==> src/scc_pkg.sv <==
// ----------------------------------------------------------------------------
// scc_pkg - sensor frame CRC check package
// Transaction types, frame layout constants and the CRC byte update.
// ----------------------------------------------------------------------------
package scc_pkg;

    // Frame layout
    localparam int unsigned FRAME_BYTES = 8;
    localparam int unsigned POS_W       = $clog2(FRAME_BYTES);

    localparam logic [POS_W-1:0] POS_FIRST    = POS_W'(0);
    localparam logic [POS_W-1:0] POS_HUM_HI   = POS_W'(2);
    localparam logic [POS_W-1:0] POS_HUM_LO   = POS_W'(3);
    localparam logic [POS_W-1:0] POS_TMP_HI   = POS_W'(4);
    localparam logic [POS_W-1:0] POS_TMP_LO   = POS_W'(5);
    localparam logic [POS_W-1:0] POS_CRC_LO   = POS_W'(FRAME_BYTES - 2);
    localparam logic [POS_W-1:0] POS_CRC_HI   = POS_W'(FRAME_BYTES - 1);

    // CRC-16, reflected form
    localparam logic [15:0] CRC_INIT = 16'hFFFF;
    localparam logic [15:0] CRC_POLY = 16'hA001;

    // Divide a 16-bit word by 10: (x * 52429) >> 19 is exact over 0..65535
    localparam logic [16:0] DIV10_MUL   = 17'd52429;
    localparam int unsigned DIV10_SHIFT = 19;
    localparam int unsigned VAL_W       = 13;

    typedef struct packed {
        logic [7:0] data_byte;
        logic       frame_start;
        logic       transfer_error;
    } t_scc_in;

    typedef struct packed {
        logic             frame_good;
        logic             crc_match;
        logic             transfer_failed;
        logic [VAL_W-1:0] humidity;
        logic [VAL_W-1:0] temperature;
    } t_scc_out;

    // Fold one byte into the CRC, one bit per step
    function automatic logic [15:0] crc_byte(input logic [15:0] crc, input logic [7:0] b);
        logic [15:0] c;
        c = crc ^ {8'h00, b};
        for (int k = 0; k < 8; k++) begin
            if (c[0]) begin
                c = (c >> 1) ^ CRC_POLY;
            end else begin
                c = c >> 1;
            end
        end
        return c;
    endfunction

endpackage

==> src/sensor_frame_crc_check_top.sv <==
// ----------------------------------------------------------------------------
// sensor_frame_crc_check_top - sensor reply frame checker
// Runs CRC-16 over a byte stream frame and decodes humidity and temperature.
// ----------------------------------------------------------------------------
// Takes one frame byte per cycle, back to back, unless stalled, and emits one
// result transaction on the last byte of each eight-byte frame, in the cycle
// after that byte is taken. The CRC byte update is done combinationally at the
// input; each divide by 10 is a constant multiply done as its low byte arrives,
// so the final byte only needs a compare. A byte with frame_start set begins a
// new frame and drops any partial one. Input is stalled only while a result
// sits in the output register and the downstream side stalls.
module sensor_frame_crc_check_top (
    input  logic              i_clk,
    input  logic              i_rst_n,
    input  logic              i_in_valid,
    output logic              o_in_stall,
    input  scc_pkg::t_scc_in  i_in_data,
    output logic              o_out_valid,
    input  logic              i_out_stall,
    output scc_pkg::t_scc_out o_out_data
);
    import scc_pkg::*;

    logic [15:0]      r_crc, n_crc;
    logic [POS_W-1:0] r_pos, n_pos;
    logic             r_err, n_err;
    logic [7:0]       r_word_hi, n_word_hi;
    logic [7:0]       r_crc_lo, n_crc_lo;
    logic [VAL_W-1:0] r_hum_q, n_hum_q;
    logic [VAL_W-1:0] r_tmp_q, n_tmp_q;
    logic             r_out_valid, n_out_valid;
    t_scc_out         r_out, n_out;

    logic             in_take;
    logic             out_free;
    logic [POS_W-1:0] pos;
    logic [15:0]      crc_base;
    logic             err_base;
    logic             err_now;
    logic [15:0]      crc_upd;
    logic [15:0]      div_word;
    logic [31:0]      div_prod;
    logic [VAL_W-1:0] div_q;
    logic             match;

    // Hold input while the result register is full and stalled
    assign out_free   = !r_out_valid || !i_out_stall;
    assign o_in_stall = !out_free;
    assign in_take    = i_in_valid && out_free;

    // Restart frame state on a start mark
    assign pos      = i_in_data.frame_start ? POS_FIRST : r_pos;
    assign crc_base = i_in_data.frame_start ? CRC_INIT : r_crc;
    assign err_base = i_in_data.frame_start ? 1'b0 : r_err;
    assign err_now  = err_base | i_in_data.transfer_error;
    assign crc_upd  = crc_byte(crc_base, i_in_data.data_byte);

    // Shared divide by 10 for the word completed by this byte
    assign div_word = {r_word_hi, i_in_data.data_byte};
    assign div_prod = {16'd0, div_word} * {15'd0, DIV10_MUL};
    assign div_q    = div_prod[DIV10_SHIFT +: VAL_W];

    // Compare received CRC, low byte first
    assign match = (r_crc_lo == crc_base[7:0]) && (i_in_data.data_byte == crc_base[15:8]);

    // Next-state logic
    always_comb begin
        n_crc       = r_crc;
        n_pos       = r_pos;
        n_err       = r_err;
        n_word_hi   = r_word_hi;
        n_crc_lo    = r_crc_lo;
        n_hum_q     = r_hum_q;
        n_tmp_q     = r_tmp_q;
        n_out       = r_out;
        n_out_valid = r_out_valid && i_out_stall;

        if (in_take) begin
            n_err = err_now;
            n_pos = pos + POS_W'(1);
            if (pos < POS_CRC_LO) begin
                n_crc = crc_upd;
            end else begin
                n_crc = crc_base;
            end

            unique case (pos)
                POS_HUM_HI, POS_TMP_HI: begin
                    n_word_hi = i_in_data.data_byte;
                end
                POS_HUM_LO: begin
                    n_hum_q = div_q;
                end
                POS_TMP_LO: begin
                    n_tmp_q = div_q;
                end
                POS_CRC_LO: begin
                    n_crc_lo = i_in_data.data_byte;
                end
                POS_CRC_HI: begin
                    n_out.frame_good      = match && !err_now;
                    n_out.crc_match       = match;
                    n_out.transfer_failed = err_now;
                    n_out.humidity        = r_hum_q;
                    n_out.temperature     = r_tmp_q;
                    n_out_valid           = 1'b1;
                    n_crc                 = CRC_INIT;
                    n_err                 = 1'b0;
                    n_pos                 = POS_FIRST;
                end
                default: begin
                end
            endcase
        end
    end

    // Hold state and the result register
    always_ff @(posedge i_clk) begin
        if (!i_rst_n) begin
            r_crc       <= CRC_INIT;
            r_pos       <= POS_FIRST;
            r_err       <= 1'b0;
            r_word_hi   <= 8'd0;
            r_crc_lo    <= 8'd0;
            r_hum_q     <= '0;
            r_tmp_q     <= '0;
            r_out_valid <= 1'b0;
        end else begin
            r_crc       <= n_crc;
            r_pos       <= n_pos;
            r_err       <= n_err;
            r_word_hi   <= n_word_hi;
            r_crc_lo    <= n_crc_lo;
            r_hum_q     <= n_hum_q;
            r_tmp_q     <= n_tmp_q;
            r_out_valid <= n_out_valid;
        end
        r_out <= n_out;
    end

    assign o_out_valid = r_out_valid;
    assign o_out_data  = r_out;

endmodule
==> config.mk <==
export PLATFORM = sky130hd
export DESIGN_NAME = sensor_frame_crc_check_top
export DESIGN_NICKNAME = d
export VERILOG_FILES = /design/src/scc_pkg.sv /design/src/sensor_frame_crc_check_top.sv
export SDC_FILE = /design/constraint.sdc
export NUM_CORES = 1
export LEC_CHECK = 0
export ABC_AREA = 1
export BUFFER_PORTS_ARGS = -buffer_cell sky130_fd_sc_hd__buf_2
export CAP_MARGIN = 20
export CORE_MARGIN = 10
export CORE_UTILIZATION = 40
export CTS_CLUSTER_SIZE = 25
export DETAILED_ROUTE_END_ITERATION = 16
export HOLD_SLACK_MARGIN = 0.08
export PLACE_DENSITY_LB_ADDON = 0.1
export SLEW_MARGIN = 25
export SYNTH_ARGS = -nofsm -noshare
export SYNTH_HDL_FRONTEND = slang
export SYNTH_SLANG_ARGS = --single-unit
==> constraint.sdc <==
create_clock -name i_clk -period 7.7 [get_ports i_clk]
set_input_delay 0.77 -clock i_clk [delete_from_list [all_inputs] [get_ports i_clk]]
set_output_delay 0.77 -clock i_clk [all_outputs]
set_load 0.02 [all_outputs]
==> results.py, run 1 <==
metrics = {
    "drt": {
        "dr.pass1.iters": 6,
        "ant_nets": 0,
        "drt_iter0_markers": 332,
        "top_layer": "met4",
        "wl_per_cell_um": 16.1,
        "dr_wl_met2_um": 10900,
        "wl_met3_um": 836,
        "dr_total_vias": 7168,
        "drt-vias-per-instance": 4.92,
        "m1WireLength_um": 11300,
        "drcViolationCount": 0,
        "routed_wl_um": 23500,
    },
    "clocking": {
        "cts_buffer_depth": 2,
        "tritoncts": "done",
        "clock-sinks": 92,
        "clkTransAtPathRegs_ns": 0.07,
        "clk_latency_ns": 0.36,
        "cts_buffers": 9,
        "post_cts_buffers": 0,
        "hold_buffers": 0,
        "ctsResizeCount": 0,
        "cts_root_buf": "clkbuf_16",
        "htree_levels": 3,
    },
    "pwr": {
        "power_density_nw_per_um2": 227,
        "max-vdd-ir-drop_v": 0.000105,
        "power_mw": 2.25,
        "power_leakage_nw": 5.39,
    },
    "critical_path": {
        "critPathSlowestCell": "fa_1",
        "worst-setup-path-type": "in2reg",
        "path_max_fanout": 9,
        "ff2ff_path_depth": 20,
        "critPathLaunchType": "input port",
        "rr_startpoint": "r_word_hi[6]",
        "cp.required_ns": 8.00,
        "cp_top_family": "adder cells",
        "worstPathCellList": "buf_2 -> ha_1 -> inv_1 -> fa_1 -> inv_1 -> fa_1 -> fa_1 -> fa_1 -> inv_1 -> fa_1 -> inv_1 -> ha_1 -> nand2_1 -> inv_1 -> nand2_1 -> nor3_1 -> nand4_1 -> nand3_1 -> xor2_1 -> o21ai_0 -> inv_1",
        "r2r_end": "r_tmp_q[2]",
        "cp_common_cell": "inv_1",
        "path_buf_inv": 7,
        "crit_path_end_kind": "flop",
        "slowest_delay_ns": 0.53,
        "r2r_slack_ns": 2.43,
        "arrival_ns": 5.68,
    },
    "sta": {
        "clock_skew_ns": 0.0143,
        "finalCritPeriodShare_pct": 69.9,
        "drv_slew": 0,
        "setup_viol": 0,
        "period_minus_slack_ns": 5.39,
        "worst_pin_slew_ns": 0.758,
        "hold_viol": 0,
        "tns_ns": 0,
        "fmax_mhz": 186,
        "relSlewSlack_pct": 49.4,
        "rsz0062_at_grt": "false",
    },
    "floorplanning": {
        "dieWidth_um": 171,
        "dieArea_sq_um": 29200,
        "coreArea_sq_um": 22500,
        "io_pins": 45,
        "fp.dieH_um": 171,
        "num_rows": 55,
        "start_util_pct": 40.4,
    },
    "final_layout": {
        "syn_to_final_growth_pct": 8.86,
        "fin_area_sq_um": 9900,
        "fin_nets": 1397,
        "insertedDiodeCount": 0,
        "drive_gt1_share_pct": 7.00,
        "fill_cells": 2317,
    },
    "synth": {
        "synth_top_area_share_pct": 18.9,
        "yosysSeqAreaShare_pct": 23.4,
        "synth_area_sq_um": 9090,
        "ys_warn_count": 0,
        "ys_ff_latch": 92,
        "syn-num-nets": 1357,
        "synth_edf_count": 29,
        "syn_area_per_cell_sq_um": 8.07,
        "synth-main-ff-cell": "dfxtp_1",
        "netlist_top_cells_count": "inv_1 (259), nand2_1 (192), ha_1 (137), nor2_1 (86), fa_1 (79)",
        "synth_most_common_cell": "inv_1",
        "syn_inst": 1127,
        "ys_types": 36,
        "synth_async_sr_flop_share_pct": 0,
        "yosysTopAreaCell": "ha_1",
        "synth_area_leaders": "ha_1 (19%), fa_1 (17%), dfxtp_1 (14%), inv_1 (11%), edfxtp_1 (9.6%)",
    },
    "placement": {
        "dpl-instance-area_sq_um": 9590,
        "dp_hpwl_um": 19800,
        "gp_congestion": 0.914,
        "port_buffers": 44,
    },
    "global_route": {
        "grtUsageTotal_pct": 16.9,
        "grt_pass1_vias": 7287,
        "grt-ovfl-total": 0,
        "grt_max_degree": 36,
        "antenna_found_initial": 0,
        "grt_pass1_wl_um": 38500,
    },
    "hold_path": {
        "hold_path_class": "reg2reg",
        "whs_path_depth": 0,
        "min-delay-start": "r_tmp_q[12]",
        "min_to": "o_out_data[12]",
    },
    "run": {
        "drv_cap": 0,
    },
    "run_status": {
        "outcome": "finished clean",
    },
}
sequential cells by signal, summed over array words and instances (netlist names):
signal       cells
o_out_data      29
o_out_valid      1
r_crc           16
r_crc_lo         8
r_err            1
r_hum_q         13
r_pos            3
r_tmp_q         13
r_word_hi        8
power breakdown:
part | internal, mW | total, mW | switching (mW)
Sequential | 0.507 | 0.519 | 0.0111
Clock | 0.231 | 0.460 | 0.229
Combinational | 0.444 | 1.27 | 0.826
Total | 1.18 | 2.25 | 1.07
worst max path at each step:
stage / from / end / slack [ns] / cells past startpoint
6_report: i_in_data[8] / r_tmp_q[2] / 2.31 / 21
5_1_grt: i_in_data[8] / r_hum_q[6] / 1.97 / 23
4_1_cts: i_in_data[8] / r_tmp_q[2] / 2.34 / 21
3_5_place_dp: i_in_data[8] / r_hum_q[6] / 1.99 / 23
3_3_place_gp: i_in_data[8] / r_hum_q[6] / 2.05 / 23
2_1_floorplan: i_in_data[4] / r_hum_q[6] / 2.66 / 22
cell usage in the layout, fill, tap and decap left out, drive strengths merged, types with 6 or more instances in the layout:
cell type,count
nor2,93
nor3,7
buf,45
edfxtp,29
fa,79
inv,266
o21ai,58
nand4,11
o21a,13
xnor2,9
a21oi,54
nand2,195
clkbuf,9
dfxtp,63
nand3,54
a21o,6
ha,137
xor2,13
metrics by stage:
stage	utilization (%)	hold slack, ns	std cells	setup WS [ns]
after floorplan	-	0.403	1127	2.66
after global placement	42.6	0.414	1441	2.05
after detailed placement	42.6	0.420	1441	1.99
after CTS	44.0	0.437	1457	2.34
after global routing	44.0	0.450	1457	1.97
final	44.0	0.434	1457	2.31
cells by family after synthesis:
group / count (synthesis) / synth area share, %
AOI/OAI and AO/OA: 147 / 9.04
adders and majority gates: 216 / 36.2
xor gates and xnor gates: 22 / 2.20
DFF: 92 / 23.4
and+or+nand+nor: 370 / 17.2
buffers and inverters: 280 / 11.8
per-layer routing:
metal / vias to the layer above / GRT usage, %
li1: 3617 / -
met1: 3400 / 22.7
met2: 130 / 27.9
met3: 21 / 1.98
met4: 0 / 5.03
met5: - / 0
final cells by class:
class	instances	area (sq um)	share of cell area, %
clock buffer	9	225	2.28
clock inverter	7	80.1	0.809
inverter	264	991	10.0
multi-input combinational	755	5890	59.5
sequential	92	2130	21.5
tap	285	357	3.60
timing repair buffer	45	228	2.30
Power figures use the tool's default switching activity.
==> run 2: changes to the inputs <==
==> constraint.sdc (replaced) <==
create_clock -name i_clk -period 5.2 [get_ports i_clk]
set_input_delay 0.52 -clock i_clk [delete_from_list [all_inputs] [get_ports i_clk]]
set_output_delay 0.52 -clock i_clk [all_outputs]
set_load 0.02 [all_outputs]
==> results.py, run 2 (same netlist as run 1, synthesis figures left out) <==
metrics = {
    "run_status": {
        "outcome": "finished clean",
    },
    "global_route": {
        "grt_pass1_vias": 7566,
        "grt-ovfl-total": 0,
        "antenna_found_initial": 0,
        "grt_max_degree": 36,
        "grt_pass1_wl_um": 39000,
        "grtUsageTotal_pct": 17.0,
    },
    "clocking": {
        "clk_latency_ns": 0.36,
        "clock-sinks": 92,
        "ctsResizeCount": 0,
        "post_cts_buffers": 0,
        "cts_root_buf": "clkbuf_16",
        "clkTransAtPathRegs_ns": 0.07,
        "cts_buffer_depth": 2,
        "cts_buffers": 9,
        "tritoncts": "done",
        "hold_buffers": 0,
        "htree_levels": 3,
    },
    "critical_path": {
        "cp_common_cell": "inv_1",
        "crit_path_end_kind": "flop",
        "critPathLaunchType": "flop",
        "worst-setup-path-type": "reg2reg",
        "worstPathCellList": "ha_1 -> ha_1 -> inv_1 -> fa_1 -> inv_1 -> fa_1 -> fa_1 -> inv_1 -> fa_1 -> inv_1 -> ha_1 -> a21oi_2 -> o21a_1 -> a21boi_0 -> nand2_1 -> xor2_1 -> buf_4 -> o21ai_0 -> inv_1",
        "path_max_fanout": 3,
        "arrival_ns": 5.22,
        "critPathSlowestCell": "fa_1",
        "cp.required_ns": 5.45,
        "slowest_delay_ns": 0.56,
    },
    "floorplanning": {
        "coreArea_sq_um": 22500,
        "dieWidth_um": 171,
        "start_util_pct": 40.4,
        "num_rows": 55,
        "fp.dieH_um": 171,
        "dieArea_sq_um": 29200,
        "io_pins": 45,
    },
    "hold_path": {
        "hold_path_class": "reg2reg",
    },
    "drt": {
        "dr_total_vias": 7264,
        "drcViolationCount": 0,
        "ant_nets": 0,
        "dr.pass1.iters": 4,
        "drt-vias-per-instance": 4.81,
        "routed_wl_um": 23300,
        "drt_iter0_markers": 354,
        "wl_per_cell_um": 15.5,
    },
    "final_layout": {
        "fill_cells": 2303,
        "seqCellArea_sq_um": 2140,
        "final-instance-count-excl-fill": 1509,
        "fin_area_sq_um": 10300,
        "finish.utilization_pct": 45.8,
        "multi_input_area_sq_um": 5910,
        "fin_nets": 1449,
        "insertedDiodeCount": 0,
        "most-common-layout-cells": "inv_1 (259), nand2_1 (192), ha_1 (137)",
        "drive_gt1_share_pct": 11.6,
        "final_common_cell": "inv_1",
        "largest_reg_flops": 29,
        "syn_to_final_growth_pct": 13.5,
    },
    "pwr": {
        "power_density_nw_per_um2": 351,
        "max-vdd-ir-drop_v": 0.000194,
        "power_leakage_nw": 5.65,
    },
    "sta": {
        "period_minus_slack_ns": 4.98,
        "relSlewSlack_pct": 46.2,
        "fmax_mhz": 201,
        "drv_slew": 0,
        "finalCritPeriodShare_pct": 95.7,
        "setup_viol": 0,
        "tns_ns": 0,
        "layout_setup_ws_ns": 0.223,
        "worst_pin_slew_ns": 0.806,
        "hold_viol": 0,
        "clock_skew_ns": 0.0137,
    },
    "placement": {
        "pre_cts_ws_ns": -0.0884,
        "dp_hpwl_um": 19700,
        "dpl-instance-area_sq_um": 9980,
        "dp.cells": 1493,
        "gp_congestion": 0.898,
        "port_buffers": 44,
    },
    "run": {
        "drv_cap": 0,
    },
}
run 2: final cells by class:
| type | instances | area share [%] |
|---|---|---|
| inverter | 264 | 9.60 |
| timing repair buffer | 97 | 5.99 |
| clock inverter | 7 | 0.752 |
| clock buffer | 9 | 2.18 |
| tap | 285 | 3.46 |
| sequential | 92 | 20.7 |
| multi-input combinational | 755 | 57.3 |
run 2: path summary, 6_finish.rpt:
path | start | cells past startpoint | slack [ns] | endpoint
max reg2reg | r_word_hi[5] | 19 | 0.22 | r_tmp_q[0]
min reg2reg | r_tmp_q[0] | 0 | 0.43 | o_out_data[0]
min | r_tmp_q[0] | 0 | 0.43 | o_out_data[0]
max | r_word_hi[5] | 19 | 0.22 | r_tmp_q[0]
run 2: critical path, delay by kind of cell (launching register included):
| kind | cells | cell delay [ns] |
|---|---|---|
| xor gates and xnor gates | 1 | 0.19 |
| and+or+nand+nor | 1 | 0.14 |
| DFF | 1 | 0.33 |
| AOI/OAI and AO/OA | 4 | 0.65 |
| buffers and inverters | 6 | 0.40 |
| adders and majority gates | 7 | 3.15 |
run 2: where the power goes:
part / total (mW) / internal [mW] / leakage (nW) / switching [mW]
Clock: 0.674 / 0.342 / 0.144 / 0.333
Combinational: 2.18 / 0.858 / 4.69 / 1.32
Sequential: 0.766 / 0.752 / 0.815 / 0.0138
Total: 3.62 / 1.95 / 5.65 / 1.67
run 2: per-layer routing:
layer	track usage, %	vias up	part of all wire, %
met5	0	-	0
met3	2.26	13	4.3
li1	-	3729	-
met2	29.1	126	48
met4	3.47	0	1.1
met1	22.3	3396	47
run 2: per-stage QoR:
step	hold WS, ns	power [mW]
after floorplan	0.403	2.16
after global routing	0.446	3.99
after detailed placement	0.419	2.93
final	0.431	3.62
after global placement	0.417	2.94
after CTS	0.436	3.62
==> run 3: changes to the inputs <==
--- a/config.mk
+++ b/config.mk
@@ -10,6 +10,7 @@
 export CAP_MARGIN = 20
 export CORE_MARGIN = 10
 export CORE_UTILIZATION = 40
+export CTS_BUF_LIST = sky130_fd_sc_hd__clkbuf_2 sky130_fd_sc_hd__clkbuf_4 sky130_fd_sc_hd__clkbuf_8
 export CTS_CLUSTER_SIZE = 25
 export DETAILED_ROUTE_END_ITERATION = 16
 export HOLD_SLACK_MARGIN = 0.08
==> constraint.sdc (replaced) <==
create_clock -name i_clk -period 5.5 [get_ports i_clk]
set_input_delay 0.55 -clock i_clk [delete_from_list [all_inputs] [get_ports i_clk]]
set_output_delay 0.55 -clock i_clk [all_outputs]
set_load 0.02 [all_outputs]
==> results.py, run 3 (same netlist as run 1, synthesis figures left out) <==
metrics = {
    "clocking": {
        "hold_buffers": 0,
        "post_cts_buffers": 0,
        "clock-sinks": 92,
        "cts_root_buf": "clkbuf_8",
        "cts_buffer_depth": 2,
        "htree_levels": 3,
        "clk_latency_ns": 0.39,
        "tritoncts": "done",
        "clkTransAtPathRegs_ns": 0.12,
        "cts_buffers": 9,
        "ctsResizeCount": 0,
    },
    "sta": {
        "rsz0062_at_grt": "false",
        "drv_slew": 0,
        "period_minus_slack_ns": 5.03,
        "relSlewSlack_pct": 49.6,
        "finalCritPeriodShare_pct": 91.4,
        "hold_viol": 0,
        "clock_skew_ns": 0.0204,
        "whs_ns": 0.431,
        "setup_viol": 0,
        "tns_ns": 0,
        "worst_pin_slew_ns": 0.755,
        "fmax_mhz": 199,
    },
    "drt": {
        "ant_nets": 0,
        "drcViolationCount": 0,
        "dr_total_vias": 7110,
        "drt-vias-per-instance": 4.83,
        "wl_per_cell_um": 15.8,
        "drt_iter0_markers": 288,
        "routed_wl_um": 23200,
        "dr.pass1.iters": 5,
    },
    "pwr": {
        "clkPwrFrac_pct": 15.9,
        "p_switching_mw": 1.47,
        "p_int_mw": 1.55,
        "pwr-share-seq_pct": 24.1,
        "p_sw_share_pct": 48.7,
        "max-vdd-ir-drop_v": 0.000138,
        "pwr-share-comb_pct": 60.0,
        "power_density_nw_per_um2": 304,
        "power_leakage_nw": 5.42,
    },
    "critical_path": {
        "crit_path_end_kind": "flop",
        "arrival_ns": 5.31,
        "critPathLaunchType": "flop",
        "cp_top_family": "adder cells",
        "worstPathCellList": "ha_1 -> inv_1 -> fa_1 -> inv_1 -> fa_1 -> fa_1 -> fa_1 -> inv_1 -> fa_1 -> inv_1 -> ha_1 -> buf_4 -> nand2_1 -> nor2_1 -> inv_1 -> o21ai_0 -> a21oi_1 -> nand3_1 -> nand3_1 -> nand2_1 -> inv_1",
        "worst-setup-path-type": "reg2reg",
        "rr_startpoint": "r_word_hi[0]",
        "r2r_end": "r_tmp_q[9]",
        "cp_common_cell": "inv_1",
        "path_buf_inv": 7,
        "critPathSlowestCell": "fa_1",
        "r2r_slack_ns": 0.47,
        "slowest_delay_ns": 0.54,
        "cp.required_ns": 5.79,
        "ff2ff_path_depth": 21,
        "path_max_fanout": 5,
    },
    "final_layout": {
        "largest_reg_flops": 29,
        "syn_to_final_growth_pct": 9.05,
        "fin_nets": 1413,
        "final_common_cell": "inv_1",
        "drive_gt1_share_pct": 8.33,
        "most-common-layout-cells": "inv_1 (259), nand2_1 (192), ha_1 (137)",
        "insertedDiodeCount": 0,
    },
    "global_route": {
        "antenna_found_initial": 0,
        "grt-ovfl-total": 0,
        "grt_pass1_vias": 7341,
        "grtUsageTotal_pct": 16.8,
        "grt_max_degree": 36,
        "grt_pass1_wl_um": 38400,
    },
    "run": {
        "drv_cap": 0,
    },
    "floorplanning": {
        "dieWidth_um": 171,
        "dieArea_sq_um": 29200,
        "num_rows": 55,
        "io_pins": 45,
        "start_util_pct": 40.4,
        "coreArea_sq_um": 22500,
        "fp.dieH_um": 171,
    },
    "placement": {
        "gp_congestion": 0.936,
        "dp_hpwl_um": 19800,
        "port_buffers": 44,
    },
    "run_status": {
        "outcome": "finished clean",
    },
    "hold_path": {
        "whs_path_depth": 0,
        "hold_path_class": "reg2reg",
        "min-delay-start": "r_hum_q[5]",
        "min_to": "o_out_data[18]",
    },
}
[run 3: layout make-up]
| cell class | count | area [sq um] |
|---|---|---|
| fill | 2305 | 12600 |
| tap | 285 | 357 |
| inverter | 264 | 991 |
| timing repair buffer | 61 | 348 |
| sequential | 92 | 2130 |
| clock buffer | 9 | 124 |
| multi-input combinational | 755 | 5890 |
| clock inverter | 7 | 77.6 |
[run 3: through the flow]
stage          instance area (sq um)  setup slack, ns  utilization, %  std cells  power (mW)
3_5_place_dp                    9710            0.155            43.2       1457        2.57
6_report                        9920            0.475            44.1       1473        3.01
2_1_floorplan                   9090            0.679               -       1127        2.04
5_1_grt                         9920           0.0948            44.1       1473        3.36
3_3_place_gp                    9710            0.206            43.2       1457        2.58
4_1_cts                         9910            0.327            44.1       1473        3.07
[run 3: worst max path at each step]
stage                  from    endpoint  slack, ns  cells after the start
2_1_floorplan  i_in_data[4]  r_hum_q[6]       0.68                     22
3_3_place_gp   i_in_data[3]  r_hum_q[6]       0.21                     23
3_5_place_dp   i_in_data[3]  r_hum_q[6]       0.15                     23
4_1_cts        r_word_hi[6]  r_hum_q[6]       0.33                     22
5_1_grt        r_word_hi[6]  r_hum_q[6]       0.09                     22
6_report       r_word_hi[0]  r_tmp_q[9]       0.47                     21
[run 3: worst register-to-register path: stages, from the launching register on]
cell     delay, ns
dfxtp_1       0.48
ha_1          0.31
inv_1         0.16
fa_1          0.43
inv_1         0.08
fa_1          0.43
fa_1          0.40
fa_1          0.54
inv_1         0.06
fa_1          0.47
inv_1         0.04
ha_1          0.30
buf_4         0.13
nand2_1       0.08
nor2_1        0.15
inv_1         0.07
o21ai_0       0.31
a21oi_1       0.14
nand3_1       0.12
nand3_1       0.09
nand2_1       0.09
inv_1         0.04
[run 3: layer usage]
layer	track usage, %	share of wire [%]
met1	22.6	49
met2	27.4	46
met3	2.28	3.6
met4	4.84	1.9
met5	0	0
[run 3: power by group through the flow]
stage / registers, mW / logic (mW) / clock network (mW)
floorplan: 0.736 / 1.30 / 0
global route: 0.727 / 2.12 / 0.518
detailed placement: 0.740 / 1.83 / 0
CTS: 0.725 / 1.84 / 0.500
finish: 0.725 / 1.81 / 0.479
global placement: 0.740 / 1.84 / 0
